[src/sv/segment_bucket_merge_table_assert.svh]
// assertion macros for the segment bucket merge table
`ifndef SEGMENT_BUCKET_MERGE_TABLE_ASSERT_SVH
`define SEGMENT_BUCKET_MERGE_TABLE_ASSERT_SVH

// invariant checked on every edge out of reset
`define SBMT_ASSERT(lbl, clk, rst, prop, msg) \
   lbl: assert property (@(posedge clk) disable iff (rst) (prop)) else $error(msg);

// same-cycle implication checked out of reset
`define SBMT_ASSERT_IMP(lbl, clk, rst, ante, cons, msg) \
   lbl: assert property (@(posedge clk) disable iff (rst) (ante) |-> (cons)) else $error(msg);

`endif

[src/sv/sbmt_pkg.sv]
// shared constants, codes and types for the segment bucket merge table
`timescale 1ns / 1ps
package sbmt_pkg;
   localparam int NUM_BUCKETS      = 256;
   localparam int SLOTS_PER_BUCKET = 8;
   localparam int COORD_BITS       = 10;

   localparam int BKT_W  = $clog2(NUM_BUCKETS);
   localparam int SLOT_W = $clog2(SLOTS_PER_BUCKET);
   localparam int CNT_W  = $clog2(SLOTS_PER_BUCKET + 1);
   localparam int ADDR_W = BKT_W + SLOT_W;
   localparam int OCC_W  = $clog2(NUM_BUCKETS + 1);
   localparam int SIDX_W = BKT_W + 2;
   localparam int WIN_W  = 6;
   localparam int ACT_W  = 2;
   localparam int OUTC_W = 3;
   localparam int SEG_W  = 4 * COORD_BITS;

   localparam logic [WIN_W-1:0] WINDOW_RESET = WIN_W'(4);

   localparam logic [ACT_W-1:0] ACT_PLAIN = 2'd0;
   localparam logic [ACT_W-1:0] ACT_SNAP  = 2'd1;
   localparam logic [ACT_W-1:0] ACT_MERGE = 2'd2;
   // unused code, handled as a plain insert
   localparam logic [ACT_W-1:0] ACT_SPARE = 2'd3;

   localparam logic [OUTC_W-1:0] OUTC_NEW      = 3'd0;
   localparam logic [OUTC_W-1:0] OUTC_APPENDED = 3'd1;
   localparam logic [OUTC_W-1:0] OUTC_REJECTED = 3'd2;
   localparam logic [OUTC_W-1:0] OUTC_REPLACED = 3'd3;
   localparam logic [OUTC_W-1:0] OUTC_MERGED   = 3'd4;
   localparam logic [OUTC_W-1:0] OUTC_DROPPED  = 3'd5;

   typedef logic [COORD_BITS-1:0] coord_type;

   typedef struct packed {
      logic [ACT_W-1:0] action;
      coord_type        start_x;
      coord_type        start_y;
      coord_type        end_x;
      coord_type        end_y;
      logic [BKT_W-1:0] bucket;
   } sbmt_item_type;

   typedef struct packed {
      coord_type         res_start_x;
      coord_type         res_start_y;
      coord_type         res_end_x;
      coord_type         res_end_y;
      logic [BKT_W-1:0]  target_bucket;
      logic [OUTC_W-1:0] outcome;
      logic [OCC_W-1:0]  occupied_buckets;
   } sbmt_result_type;

   typedef struct packed {
      logic load;
      logic srch_rd;
      logic dec_idx;
      logic take_nb;
      logic cnt_rd;
      logic cnt_latch;
      logic scan_rd;
      logic scan_chk;
      logic flag_out;
      logic append;
      logic merge_rd;
      logic merge_wr;
      logic emit;
   } sbmt_cmd_type;

   typedef struct packed {
      logic search_act;
      logic merge_act;
      logic srch_cont;
      logic srch_found;
      logic cnt_zero;
      logic scan_last;
      logic scan_hit;
      logic rsp_free;
   } sbmt_sts_type;
endpackage

[src/sv/sbmt_ctrl.sv]
// sequencing state machine for search, slot scan, append and merge
`timescale 1ns / 1ps
module sbmt_ctrl import sbmt_pkg::*; (
   input  logic         clock,
   input  logic         reset,
   input  logic         req_valid,
   output logic         req_ready,
   input  sbmt_sts_type sts,
   output sbmt_cmd_type cmd
);
   typedef enum logic [10:0] {
      ST_IDLE     = 11'b000_0000_0001,
      ST_SRCH_RD  = 11'b000_0000_0010,
      ST_SRCH_CHK = 11'b000_0000_0100,
      ST_CNT_RD   = 11'b000_0000_1000,
      ST_CNT_CHK  = 11'b000_0001_0000,
      ST_SCAN_RD  = 11'b000_0010_0000,
      ST_SCAN_CHK = 11'b000_0100_0000,
      ST_APPEND   = 11'b000_1000_0000,
      ST_MERGE_RD = 11'b001_0000_0000,
      ST_MERGE_WR = 11'b010_0000_0000,
      ST_FINISH   = 11'b100_0000_0000
   } state_type;

   state_type state_ff, state_in;
   logic      app_only_ff, app_only_in;

   assign req_ready = (state_ff == ST_IDLE);

   always_comb begin
      state_in    = state_ff;
      app_only_in = app_only_ff;
      cmd         = '0;
      case (state_ff)
         ST_IDLE: begin
            if (req_valid) begin
               cmd.load    = 1'b1;
               app_only_in = 1'b0;
               state_in    = sts.search_act ? ST_SRCH_RD : ST_CNT_RD;
            end
         end
         ST_SRCH_RD: begin
            cmd.srch_rd = 1'b1;
            state_in    = ST_SRCH_CHK;
         end
         ST_SRCH_CHK: begin
            if (sts.srch_cont) begin
               cmd.dec_idx = 1'b1;
               state_in    = ST_SRCH_RD;
            end else if (sts.srch_found) begin
               cmd.take_nb = 1'b1;
               state_in    = sts.merge_act ? ST_MERGE_RD : ST_CNT_RD;
            end else begin
               // no neighbour: append at own bucket without checks
               app_only_in = 1'b1;
               state_in    = ST_CNT_RD;
            end
         end
         ST_CNT_RD: begin
            cmd.cnt_rd = 1'b1;
            state_in   = ST_CNT_CHK;
         end
         ST_CNT_CHK: begin
            cmd.cnt_latch = 1'b1;
            state_in      = (app_only_ff || sts.cnt_zero) ? ST_APPEND : ST_SCAN_RD;
         end
         ST_SCAN_RD: begin
            cmd.scan_rd = 1'b1;
            state_in    = ST_SCAN_CHK;
         end
         ST_SCAN_CHK: begin
            cmd.scan_chk = 1'b1;
            if (sts.scan_last) begin
               if (sts.scan_hit) begin
                  cmd.flag_out = 1'b1;
                  state_in     = ST_FINISH;
               end else begin
                  state_in = ST_APPEND;
               end
            end else begin
               state_in = ST_SCAN_RD;
            end
         end
         ST_APPEND: begin
            cmd.append = 1'b1;
            state_in   = ST_FINISH;
         end
         ST_MERGE_RD: begin
            cmd.merge_rd = 1'b1;
            state_in     = ST_MERGE_WR;
         end
         ST_MERGE_WR: begin
            cmd.merge_wr = 1'b1;
            state_in     = ST_FINISH;
         end
         ST_FINISH: begin
            if (sts.rsp_free) begin
               cmd.emit = 1'b1;
               state_in = ST_IDLE;
            end
         end
         default: begin
            state_in = ST_IDLE;
         end
      endcase
   end

   always_ff @(posedge clock) begin
      if (reset) begin
         state_ff    <= ST_IDLE;
         app_only_ff <= 1'b0;
      end else begin
         state_ff    <= state_in;
         app_only_ff <= app_only_in;
      end
   end
endmodule

[config.mk]
export PLATFORM = sky130hd
export DESIGN_NAME = sbmt_ctrl
export DESIGN_NICKNAME = d
export VERILOG_FILES = /design/src/sv/segment_bucket_merge_table_assert.svh /design/src/sv/sbmt_pkg.sv /design/src/sv/sbmt_ctrl.sv
export SDC_FILE = /design/constraint.sdc
export NUM_CORES = 1
export LEC_CHECK = 0
export ABC_AREA = 1
export BUFFER_PORTS_ARGS = -buffer_cell sky130_fd_sc_hd__buf_2
export CAP_MARGIN = 5
export CORE_AREA = 4 4 47 49
export DETAILED_ROUTE_END_ITERATION = 6
export DIE_AREA = 0 0 51 53
export GPL_ROUTABILITY_DRIVEN = 0
export HOLD_SLACK_MARGIN = 0.05
export PLACE_DENSITY = 0.74
export RECOVER_POWER = 50
export REMOVE_ABC_BUFFERS = 1
export SLEW_MARGIN = 20
export SYNTH_ARGS = -nofsm -noshare
export SYNTH_HDL_FRONTEND = slang
export SYNTH_SLANG_ARGS = --single-unit
export TNS_END_PERCENT = 100
[constraint.sdc]
create_clock -name clock -period 2 [get_ports clock]
set_clock_uncertainty 0.15 [all_clocks]
set_input_delay 0.4 -clock clock [delete_from_list [all_inputs] [get_ports clock]]
set_output_delay 0.4 -clock clock [all_outputs]
set_load 0.005 [all_outputs]
Word-level counts from Yosys, hierarchy flattened
Index checks and enable logic that the tools add are counted.
{"block": "classes", "eq_ne": 15, "mux": 32, "n_reduce_logical": 5}
{"operator": "$pmux W11 S10", "count": 1}
{"operator": "$mux W11", "count": 5}
{"operator": "$mux W1", "count": 19}
{"operator": "$mux W9", "count": 2}
{"operator": "$eq A11 B1 Y1 const B", "count": 1}
{"operator": "$eq A11 B10 Y1 const B", "count": 1}
{"operator": "$eq A11 B11 Y1 const B", "count": 1}
{"operator": "$eq A11 B2 Y1 const B", "count": 1}
{"operator": "$eq A11 B3 Y1 const B", "count": 1}
{"operator": "$eq A11 B4 Y1 const B", "count": 1}
{"operator": "$eq A11 B5 Y1 const B", "count": 1}
{"operator": "$eq A11 B6 Y1 const B", "count": 1}
{"operator": "$eq A11 B7 Y1 const B", "count": 1}
{"operator": "$eq A11 B8 Y1 const B", "count": 1}
{"operator": "$eq A11 B9 Y1 const B", "count": 1}
{"operator": "$mux W8", "count": 1}
{"operator": "$ne A2 B2 Y1 const B", "count": 4}
{"operator": "$mux W2", "count": 2}
{"operator": "$mux W4", "count": 1}
{"operator": "$reduce_and A4 Y1", "count": 1}
{"operator": "$pmux W1 S2", "count": 1}
{"operator": "$reduce_and A2 Y1", "count": 1}
{"operator": "$reduce_bool A2 Y1", "count": 1}
{"operator": "$reduce_or A2 Y1", "count": 1}
{"operator": "$logic_or A1 B1 Y1", "count": 1}
{"block": "totals", "regBits": 12, "input_bits": 11, "out_inout_bits": 14, "wordCells": 54}

Logic depth before layout (Yosys ltp)
Gate-level depths: netlist (run 1).
{"block": "depth", "word_depth": 4, "depth_mapped": 9, "depth_no_buf": 9}

Least setup slack after synthesis (run 1)
Ideal clock, no wire load.
{"block": "synth_path", "path_kind": "register to output", "startpoint": "register state_ff[8]", "endpoint": "output port cmd[12] (netlist bit)", "arrival_ps": 981, "required_time_ps": 1450, "setup_slack_ps": 469, "stages_incl_launch_ff": 7, "n_path_buf": 0, "cell_sequence": "dfxtp_1 > nor2_4 > nand2_4 > nor2_8 > and2_4 > nand2_1 > inv_1"}
{"element": "from (decl)", "line_no": "sbmt_ctrl.sv:25", "text": "state_type state_ff, state_in;"}
{"element": "from (signal assigned)", "line_no": "sbmt_ctrl.sv:113", "text": "state_ff <= state_in;"}
{"element": "to (decl)", "line_no": "sbmt_ctrl.sv:9", "text": "output sbmt_cmd_type cmd"}

==> summary.md, run 1 <==
| Metric | Value |
|---|---|
| Status | `completed` |
| WP data required | `1.45 ns` |
| Layout cells sized above 1 | `0.4444` |
| H-tree lvl count | `1` |
| CTS tree | `yes` |
| Slew headroom | `0.7767` |
| Pleak | `0.6923 nW` |
| PwrDens | `1299 nW/um^2` |
| PortBufs | `24` |
| Non-filler cells, final | `198` |
| Fin. Hold Viols | `0` |
| Inst Count DP | `187` |
| Area delta synth->final | `35.18%` |
| Critical path arrival | `1.39 ns` |
| Post-synthesis cell count | `137` |
| Count leader, synth | `nand2_1` |
| Detail Route Antenna Nets | `0` |
| Ports | `25` |
| Max-cap violations | `0` |
| F_max | `0.5156 GHz` |
| Final Cycle Share | `0.9697` |
| Minimum clock period after layout | `1.939 ns` |
| Crit end category | `output port` |
| Hold-fix buffers, CTS | `0` |
| R2R depth | `9` |
| VDD IR-drop max | `0.9162 mV` |
| Top cells by count, synth | `37 x nand2_1, 26 x inv_1, 16 x nor2_1` |
| Full die area | `2703 sq um` |
| Unrepaired setup endpoints after global routing | `yes` |
| Kind of critical path | `reg2out` |
| CTS max path bufs | `2` |
| Final WL | `2.077 mm` |
| Post-synth EDFFs | `0` |
| Largest net degree at the start of global routing | `10` |
| Post-DP HPWL | `1.598 mm` |
| Die height | `53 um` |
| Worst slack, placed | `0.2948 ns` |
| Setup crit start kind | `flip-flop` |
| Post-layout total power | `1.505 mW` |
| 1st-pass router iterations | `4` |
| Sequential fraction of the synthesis area | `0.2803` |
| Share of synthesized flip-flops with an asynchronous set or reset | `0` |
| Antenna violations before repair | `0` |
| CTS sink cnt | `12` |
| Hold crit path type | `in2reg` |
| CTS root buf | `clkbuf_4` |
| Via Count | `914` |
| # DRC | `0` |
| Die extent in x | `51 um` |
| Final worst slack | `0.06056 ns` |
| CTS buffer count | `3` |
| Core Box Area | `1862 sq um` |
| Clk_lat worst skew | `0.27 ns` |
| Library cells used by synthesis | `23` |
| Syn Area/Cell | `6.256 sq um` |
| Min-Delay Endpoint | `state_ff[8]` |
| Worst-path clk slew | `0.08 ns` |
| DR iter-0 viols | `10` |
| Total congestion overflow | `0` |
| Hold depth | `2` |
| Starting Density | `0.4603` |
| # fillers | `164` |
| First-pass GRT wire length | `3.208 mm` |
| Largest cells by area after synthesis | `dfxtp_1 28%, nand2_1 16%, inv_1 11%` |
| Ant. Diodes | `0` |
| Yosys top cell area share | `0.2803` |
| Row count | `16` |
| Worst Max-Slew Pin Slew | `0.3319 ns` |
| HP Start | `sts[5]` |
| R2r endpoint | `state_ff[5]` |
| Vias per cell | `4.616` |
| Yosys top cell by area | `dfxtp_1` |
| Number of global-route vias before repair | `816` |
| Max-slew violations | `0` |
| R2r setup slk | `0.41 ns` |
| Flops & latches, synth | `12` |
| Worst flop-to-flop path startpoint | `state_ff[7]` |
| Nets | `183` |
| Critical Path Fanout Max | `6` |
| Average routed wire per standard cell | `10.49 um` |
| Cell Area, Synth | `857.1 sq um` |
| Yosys warnings | `0` |
| Top FF cell, synth | `dfxtp_1` |
| Total GRT Usage | `0.1586` |
| Setup-failing EPs final | `0` |
## routing by layer
layer | global-route usage | wire [um]
met2 | 0.2768 | 992
met4 | 0.08520 | 44
met5 | 0 | 0
met3 | 0.03099 | 104
met1 | 0.1810 | 935
## cells by family (layout without fill, tap and decap cells)
| group | count (synthesis) | count (layout) | synth area share |
|---|---|---|---|
| flops | 12 | 12 | 0.2803 |
| buf+inv | 30 | 64 | 0.1343 |
| simple gates | 92 | 92 | 0.5679 |
| compound gates | 3 | 3 | 0.01751 |
## critical path, stage by stage, from the launching register on
cell and delay, ns:
dfxtp_4 0.36, nor2_4 0.15, nand2_4 0.10, nor2_8 0.15
and2_4 0.17, nand2_2 0.06, inv_2 0.04, buf_2 0.10
## placed cells by master, fill, tap and decap left out, types with 2 or more instances in the layout
cell	instances
o21ai_0	2
nand3_2	2
nand2_2	5
nor2_2	9
nand3_1	6
clkbuf_4	3
nor2_1	12
buf_4	6
buf_2	23
inv_1	25
dfxtp_1	6
nor3_1	6
nand2_4	4
buf_6	2
nand2_1	34
nor2_4	6
dfxtp_2	5
inv_2	3
## through the flow
step / cell area, sq um / hold slack, ns / util / TNS (ns)
6_report: 1159 / 0.2522 / 0.6223 / 0
5_1_grt: 1159 / 0.2488 / 0.6223 / -0.03564
4_1_cts: 1049 / 0.2169 / 0.5632 / 0
3_5_place_dp: 1007 / 0.3203 / 0.5410 / 0
3_3_place_gp: 1007 / 0.3166 / 0.5410 / 0
2_1_floorplan: 853.3 / 0.2783 / - / 0
## sequential cells by signal (all words and copies together), names as in the netlist
| name | flops |
|---|---|
| state_ff | 11 |
| app_only_ff | 1 |
## report_power, final
group,switching [mW],internal (mW),leakage (nW)
Sequential,0.0549,0.300,0.101
Clock,0.0811,0.111,0.0210
Combinational,0.529,0.430,0.571
Total,0.665,0.840,0.692
## final cells by class
cell class / count / area (sq um) / area share
inverters: 29 / 111.4 / 0.09611
multi-input cells: 95 / 544.3 / 0.4698
flip-flops and latches: 12 / 250.2 / 0.2160
clock buffers: 4 / 36.28 / 0.03132
well taps: 27 / 33.78 / 0.02916
repair buffers: 31 / 182.7 / 0.1577
## how the worst max path moves through the flow
stage              end  depth (start not counted)   startpoint  slack, ns
6_report       cmd[12]                          7  state_ff[7]       0.06
5_1_grt        cmd[12]                          7  state_ff[7]      -0.02
4_1_cts        cmd[12]                          7  state_ff[8]       0.01
3_5_place_dp   cmd[12]                          7  state_ff[6]       0.29
3_3_place_gp    cmd[4]                          8  state_ff[8]       0.35
2_1_floorplan  cmd[12]                          6  state_ff[8]       0.47
## what timing repair did
| item | in CTS | in global routing |
|---|---|---|
| pin swaps | 0 | 9 |
| buffers inserted | 0 | 7 |
| gates resized for setup | 1 | 21 |
| endpoints found under the hold margin | 0 | 0 |
| setup endpoints to repair | 1 | 5 |
Power figures use the tool's default switching activity.
==> run 2, diff against run 1 <==
--- a/config.mk
+++ b/config.mk
@@ -5,12 +5,13 @@
 export SDC_FILE = /design/constraint.sdc
 export NUM_CORES = 1
 export LEC_CHECK = 0
-export ABC_AREA = 1
+export ABC_AREA = 0
 export BUFFER_PORTS_ARGS = -buffer_cell sky130_fd_sc_hd__buf_2
 export CAP_MARGIN = 5
-export CORE_AREA = 4 4 47 49
+export CORE_AREA = 4 4 45 47
+export CTS_CLUSTER_DIAMETER = 40
 export DETAILED_ROUTE_END_ITERATION = 6
-export DIE_AREA = 0 0 51 53
+export DIE_AREA = 0 0 49 51
 export GPL_ROUTABILITY_DRIVEN = 0
 export HOLD_SLACK_MARGIN = 0.05
 export PLACE_DENSITY = 0.74
==> run 2 against run 1 <==
Via count grew 7.5%. Critical path depth shrank 3. Highest routed layer unchanged. Clock power shrank 17%. Global-route usage grew 5.5 points. Synthesized cell count shrank 34%. Sequential share of layout area shrank 3.1 points. The run now ends with negative setup slack left. Sequential power shrank 26%. Non-clock buffer count grew 26. Wire length grew 42%.
==> summary.md, run 2 <==
| Metric | Value |
|---|---|
| Status | `finished, violations left` |
| Failing checks | `negative setup slack` |
| Largest cells by area after synthesis | `dfxtp_1 32%, nor2_1 4.4%, nor3_2 3.9%` |
| Post-DP HPWL | `1.719 mm` |
| Layout cells sized above 1 | `0.6133` |
| First-pass GRT wire length | `4.250 mm` |
| Crit end category | `output port` |
| Minimum clock period after layout | `2.247 ns` |
| 1st-pass router iterations | `4` |
| Max-cap violations | `0` |
| PortBufs | `24` |
| Synth Area in XOR/XNOR | `0.02299` |
| Final WL | `2.945 mm` |
| Top reg by flops | `state_ff` |
| Top cells by count, synth | `12 x dfxtp_1, 9 x nor2_1, 5 x nand2_1` |
| Yosys top cell by area | `dfxtp_1` |
| Final worst slack | `-0.2466 ns` |
| Core Box Area | `1652 sq um` |
| Critical-path top delay cell | `or3_4` |
| Library cells used by synthesis | `41` |
| Kind of critical path | `reg2out` |
| Int Pwr | `465.6 uW` |
| Total congestion overflow | `0` |
| Number of flip-flops under the largest register name | `11` |
| CP Buf/Inv Count | `1` |
| Ant. Diodes | `0` |
| # DRC | `0` |
| Critical Path Fanout Max | `4` |
| CTS sink cnt | `12` |
| Clk_lat worst skew | `0.28 ns` |
| Count leader, synth | `dfxtp_1` |
| Final Cycle Share | `1.123` |
| VDD IR-drop max | `0.5110 mV` |
| Slew headroom | `0.7555` |
| Largest family of logic cells by synthesized area | `simple AND/OR/NAND/NOR gates` |
| Commonest non-fill, non-tap cell in the layout | `buf_4` |
| Syn Area/Cell | `8.466 sq um` |
| Sequential share of power | `0.367` |
| Detail Route Antenna Nets | `0` |
| Pleak | `0.6079 nW` |
| Net Sw Frac | `0.3439` |
| Commonest cells after routing, fill and taps aside | `25 x buf_4, 22 x buf_2, 10 x buf_6, 6 x nor2_2, 6 x dfxtp_1` |
| Crit path cell chain | `or3_4 -> or3_4 -> nor2_2 -> buf_2` |
| Top FF cell, synth | `dfxtp_1` |
| Mux share of post-synthesis cell area | `0` |
| Hold crit path type | `in2reg` |
| Post-synth EDFFs | `0` |
| Worst-path clk slew | `0.08 ns` |
| CTS max path bufs | `2` |
| Total GRT Usage | `0.2141` |
| Non-filler cells, final | `167` |
| Area delta synth->final | `77.34%` |
| Die height | `51 um` |
| Biggest regs | `state_ff x11, app_only_ff x1` |
| Average routed wire per standard cell | `17.63 um` |
| Nets | `163` |
| Compound-Gate Fraction of Synth Area | `0.1593` |
| F_max | `0.4451 GHz` |
| Cell family with most CP delay | `simple AND/OR/NAND/NOR gates` |
| H-tree lvl count | `1` |
| Max-slew violations | `0` |
| Flops & latches, synth | `12` |
| Inst Count DP | `149` |
| Full die area | `2499 sq um` |
| Post-synthesis cell count | `90` |
| CTS root buf | `clkbuf_4` |
| Clk pwr share | `0.225` |
| Cell Area, Synth | `762.0 sq um` |
| WP data required | `1.45 ns` |
| Vias per cell | `5.886` |
| Synth Area in Simple Gates | `0.4828` |
| Starting Density | `0.4614` |
| Unrepaired setup endpoints after global routing | `yes` |
| Hold-fix buffers, CTS | `0` |
| Share of synthesized flip-flops with an asynchronous set or reset | `0` |
| Synth Area in Adders | `0` |
| PwrDens | `525.2 nW/um^2` |
| Via Count | `983` |
| Yosys top cell area share | `0.3153` |
| Antenna violations before repair | `0` |
| Fin. Hold Viols | `0` |
| CTS tree | `yes` |
| DR iter-0 viols | `22` |
| Sequential fraction of the synthesis area | `0.3153` |
| Row count | `15` |
| Die extent in x | `49 um` |
| Yosys warnings | `0` |
| Min Hold Slack | `0.1874 ns` |
| Worst Max-Slew Pin Slew | `0.3664 ns` |
| Number of global-route vias before repair | `955` |
| P_sw | `244.0 uW` |
| Sum Neg Setup Slack | `-1.344 ns` |
| Setup-failing EPs final | `12` |
| Ports | `25` |
| Critical path arrival | `1.70 ns` |
| Cell mode on critical path | `or3_4` |
| CTS buffer count | `3` |
| CP peak stage delay | `0.44 ns` |
| Combinational Power Share | `0.408` |
| R2r setup slk | `0.11 ns` |
| Setup crit start kind | `flip-flop` |
| Largest net degree at the start of global routing | `7` |
-- run 2: cell count changes after synthesis, sizes merged, moves of 3 or more --
cell	previous run	this run
inv	29	4
nand2	43	5
nand2b	0	3
nand3	8	3
nand4	0	3
nor2	28	10
nor2b	0	4
nor4	1	4
nor4b	0	3
or3	0	4
-- run 2: power by group through the flow --
| stage | Sequential (mW) | Combinational (mW) | Clock [mW] |
|---|---|---|---|
| 2_1_floorplan | 0.267 | 0.112 | 0 |
| 3_3_place_gp | 0.262 | 0.204 | 0 |
| 4_1_cts | 0.260 | 0.243 | 0.155 |
| 5_1_grt | 0.261 | 0.315 | 0.165 |
| 6_report | 0.261 | 0.289 | 0.160 |
| 3_5_place_dp | 0.263 | 0.206 | 0 |
-- run 2: final cells by class --
cell class,instances,area (sq um)
Multi-Input combinational cell,74,631.9
Timing Repair Buffer,57,410.4
Fill cell,99,300.3
Sequential cell,12,250.2
Clock buffer,3,22.52
Tap cell,17,21.27
Inverter,4,15.01
-- run 2: routing by layer --
metal,up-vias,share of wire,GRT usage
li1,462,-,-
met1,471,0.40,0.2705
met2,38,0.51,0.3391
met3,12,0.054,0.03790
met4,0,0.036,0.1256
met5,-,0,0
-- run 2: worst register-to-register path, cell delays in order, from the launching register on --
cell	delay (ns)
dfxtp_4	0.36
nor3_4	0.36
nand3_4	0.16
buf_4	0.17
buf_4	0.13
o311ai_0	0.33
o31ai_1	0.12
-- run 2: what timing repair did --
item / in CTS / in global routing
setup buffers: 8 / 8
setup endpoints to repair: 13 / 14
pin swaps: 11 / 16
resized for setup: 19 / 22
-- run 2: cell families after synthesis --
kind of cell | Yosys count
AND/OR/NAND/NOR | 56
AO/OA/AOI/OAI | 16
flip-flops | 12
buffers and inverters | 4
XOR/XNOR | 2
-- run 2: metrics by stage --
stage	util	instance area (sq um)	power, mW	setup WS, ns
2_1_floorplan	-	762.0	0.3789	0.1252
3_3_place_gp	0.6288	1039	0.4664	-0.01596
3_5_place_dp	0.6288	1039	0.4693	-0.07312
4_1_cts	0.7326	1210	0.6579	-0.2048
5_1_grt	0.8182	1351	0.7413	-0.2737
6_report	0.8182	1351	0.7097	-0.2466
-- run 2: path summary, 6_finish.rpt --
path,startpoint,depth (start not counted),to
setup reg to reg,state_ff[3],6,state_ff[0]
hold / removal,reset,2,state_ff[8]
setup / recovery,state_ff[7],4,cmd[10]
hold reg to reg,app_only_ff,2,app_only_ff
==> run 3, diff against run 2 <==
--- a/config.mk
+++ b/config.mk
@@ -17,6 +17,7 @@
 export PLACE_DENSITY = 0.74
 export RECOVER_POWER = 50
 export REMOVE_ABC_BUFFERS = 1
+export SETUP_SLACK_MARGIN = 0.1
 export SLEW_MARGIN = 20
 export SYNTH_ARGS = -nofsm -noshare
 export SYNTH_HDL_FRONTEND = slang
==> run 3 against run 2 <==
The flow still finishes with violations (negative setup slack). Clock-buffer cell count did not move. Via count rose by 4.3%. Largest power group unchanged. Sequential power barely moved. Worst setup slack improved by 0.0028 ns. Total power rose by 0.34%.
==> summary.md, run 3 (same netlist as run 2, synthesis figures left out) <==
| Metric | Value |
|---|---|
| DR iter-0 viols | `25` |
| Row count | `15` |
| Total GRT Usage | `0.2141` |
| Via Count | `1025` |
| Antenna violations before repair | `0` |
| Failing checks | `negative setup slack` |
| CTS buffer count | `3` |
| Total congestion overflow | `0` |
| Critical Path Fanout Max | `4` |
| Largest net degree at the start of global routing | `7` |
| Number of flip-flops under the largest register name | `11` |
| Clk_lat worst skew | `0.28 ns` |
| Slew headroom | `0.7403` |
| Unrepaired setup endpoints after global routing | `yes` |
| Status | `finished, violations left` |
| VDD IR-drop max | `0.5111 mV` |
| Fin. Hold Viols | `0` |
| Minimum clock period after layout | `2.244 ns` |
| CTS sink cnt | `12` |
| Post-DP HPWL | `1.719 mm` |
| Hold crit path type | `in2reg` |
| Number of global-route vias before repair | `959` |
| Worst-path clk slew | `0.08 ns` |
| Crit end category | `output port` |
| Die height | `51 um` |
| Setup crit start kind | `flip-flop` |
| WP data required | `1.45 ns` |
| Core Box Area | `1652 sq um` |
| CTS root buf | `clkbuf_4` |
| Critical-path top delay cell | `or3_4` |
| Post-layout total power | `712.0 uW` |
| F_max | `0.4457 GHz` |
| CTS max path bufs | `2` |
| PwrDens | `523.5 nW/um^2` |
| Final worst slack | `-0.2439 ns` |
| CP Buf/Inv Count | `1` |
| Kind of critical path | `reg2out` |
| Final WL | `3.052 mm` |
| Max-slew violations | `0` |
| Final Cycle Share | `1.122` |
| CP peak stage delay | `0.43 ns` |
| H-tree lvl count | `1` |
| M1 WL | `1.255 mm` |
| Max-cap violations | `0` |
| Detail Route Antenna Nets | `0` |
| Layout cells sized above 1 | `0.6118` |
| Cell mode on critical path | `or3_4` |
| Critical path arrival | `1.69 ns` |
| # fillers | `93` |
| Commonest cells after routing, fill and taps aside | `25 x buf_4, 22 x buf_2, 10 x buf_6` |
| Setup-failing EPs final | `15` |
| Met2 routed WL | `1.462 mm` |
| Min Hold Slack | `0.1856 ns` |
| Average routed wire per standard cell | `18.06 um` |
| Biggest regs | `state_ff x11, app_only_ff x1` |
| Hold-fix buffers, CTS | `0` |
| Die extent in x | `49 um` |
| Pleak | `0.6131 nW` |
| Routed length on met3 | `216 um` |
| Ant. Diodes | `0` |
| Final Util | `0.8235` |
| Ports | `25` |
| Vias per cell | `6.065` |
| Top reg by flops | `state_ff` |
| Nets | `165` |
| Cell family with most CP delay | `simple AND/OR/NAND/NOR gates` |
| Starting Density | `0.4614` |
| Commonest non-fill, non-tap cell in the layout | `buf_4` |
| First-pass GRT wire length | `4.250 mm` |
| Full die area | `2499 sq um` |
| PortBufs | `24` |
| Worst Max-Slew Pin Slew | `0.3891 ns` |
| Area delta synth->final | `78.49%` |
| Crit path cell chain | `or3_4 -> or3_4 -> nor2_2 -> buf_2` |
| 1st-pass router iterations | `4` |
| # DRC | `0` |
| CTS tree | `yes` |
| Top sig layer | `met4` |
==> run 3: worst reg2reg max path, cell delays in order, from the launching register on <==
cell and delay, ns:
dfxtp_2 0.35, nor3_4 0.28, clkbuf_1 0.20, nand3_4 0.13, buf_4 0.17, buf_4 0.13, o311ai_1 0.36, o31ai_1 0.14
==> run 3: metal layers <==
layer  vias to the layer above  GRT usage
met5                         -          0
met4                         0     0.1256
met3                        14    0.03790
met2                        54     0.3391
met1                       492     0.2705
li1                        465          -
==> run 3: worst paths after layout <==
check / slack (ns) / start / cells after the start / to
worst max register to register: -0.04 / state_ff[3] / 7 / state_ff[0]
worst max-delay path: -0.24 / state_ff[7] / 4 / cmd[10]
worst min-delay path: 0.19 / reset / 2 / state_ff[8]
worst min register to register: 0.38 / app_only_ff / 2 / app_only_ff
==> run 3: power by group <==
group	internal, mW	switching (mW)	leakage [nW]
Combinational	0.147	0.147	0.499
Clock	0.0698	0.0867	0.0138
Sequential	0.250	0.0110	0.100
Total	0.467	0.245	0.613
==> run 3: final cells by class <==
| type | instances | area, sq um | share of cell area |
|---|---|---|---|
| tap | 17 | 21.27 | 0.01564 |
| clock buffer | 3 | 22.52 | 0.01656 |
| multi-input combinational | 74 | 631.9 | 0.4646 |
| inverter | 4 | 15.01 | 0.01104 |
| timing repair buffer | 59 | 421.7 | 0.3100 |
| sequential | 12 | 247.7 | 0.1822 |
==> run 3: repair_timing <==
action,in CTS,in global routing
pin swaps,9,12
resized for setup,19,22
buffers inserted,8,9
setup endpoints to repair,14,15
==> run 3: per-stage QoR <==
stage	cell area (sq um)	setup TNS, ns	cells	worst slack (ns)
detailed placement	1039	-0.07312	149	-0.07312
global route	1360	-2.514	169	-0.3054
CTS	1210	-0.9609	160	-0.2048
floorplan	762.0	0	90	0.1252
finish	1360	-1.578	169	-0.2439
global placement	1039	-0.01596	149	-0.01596
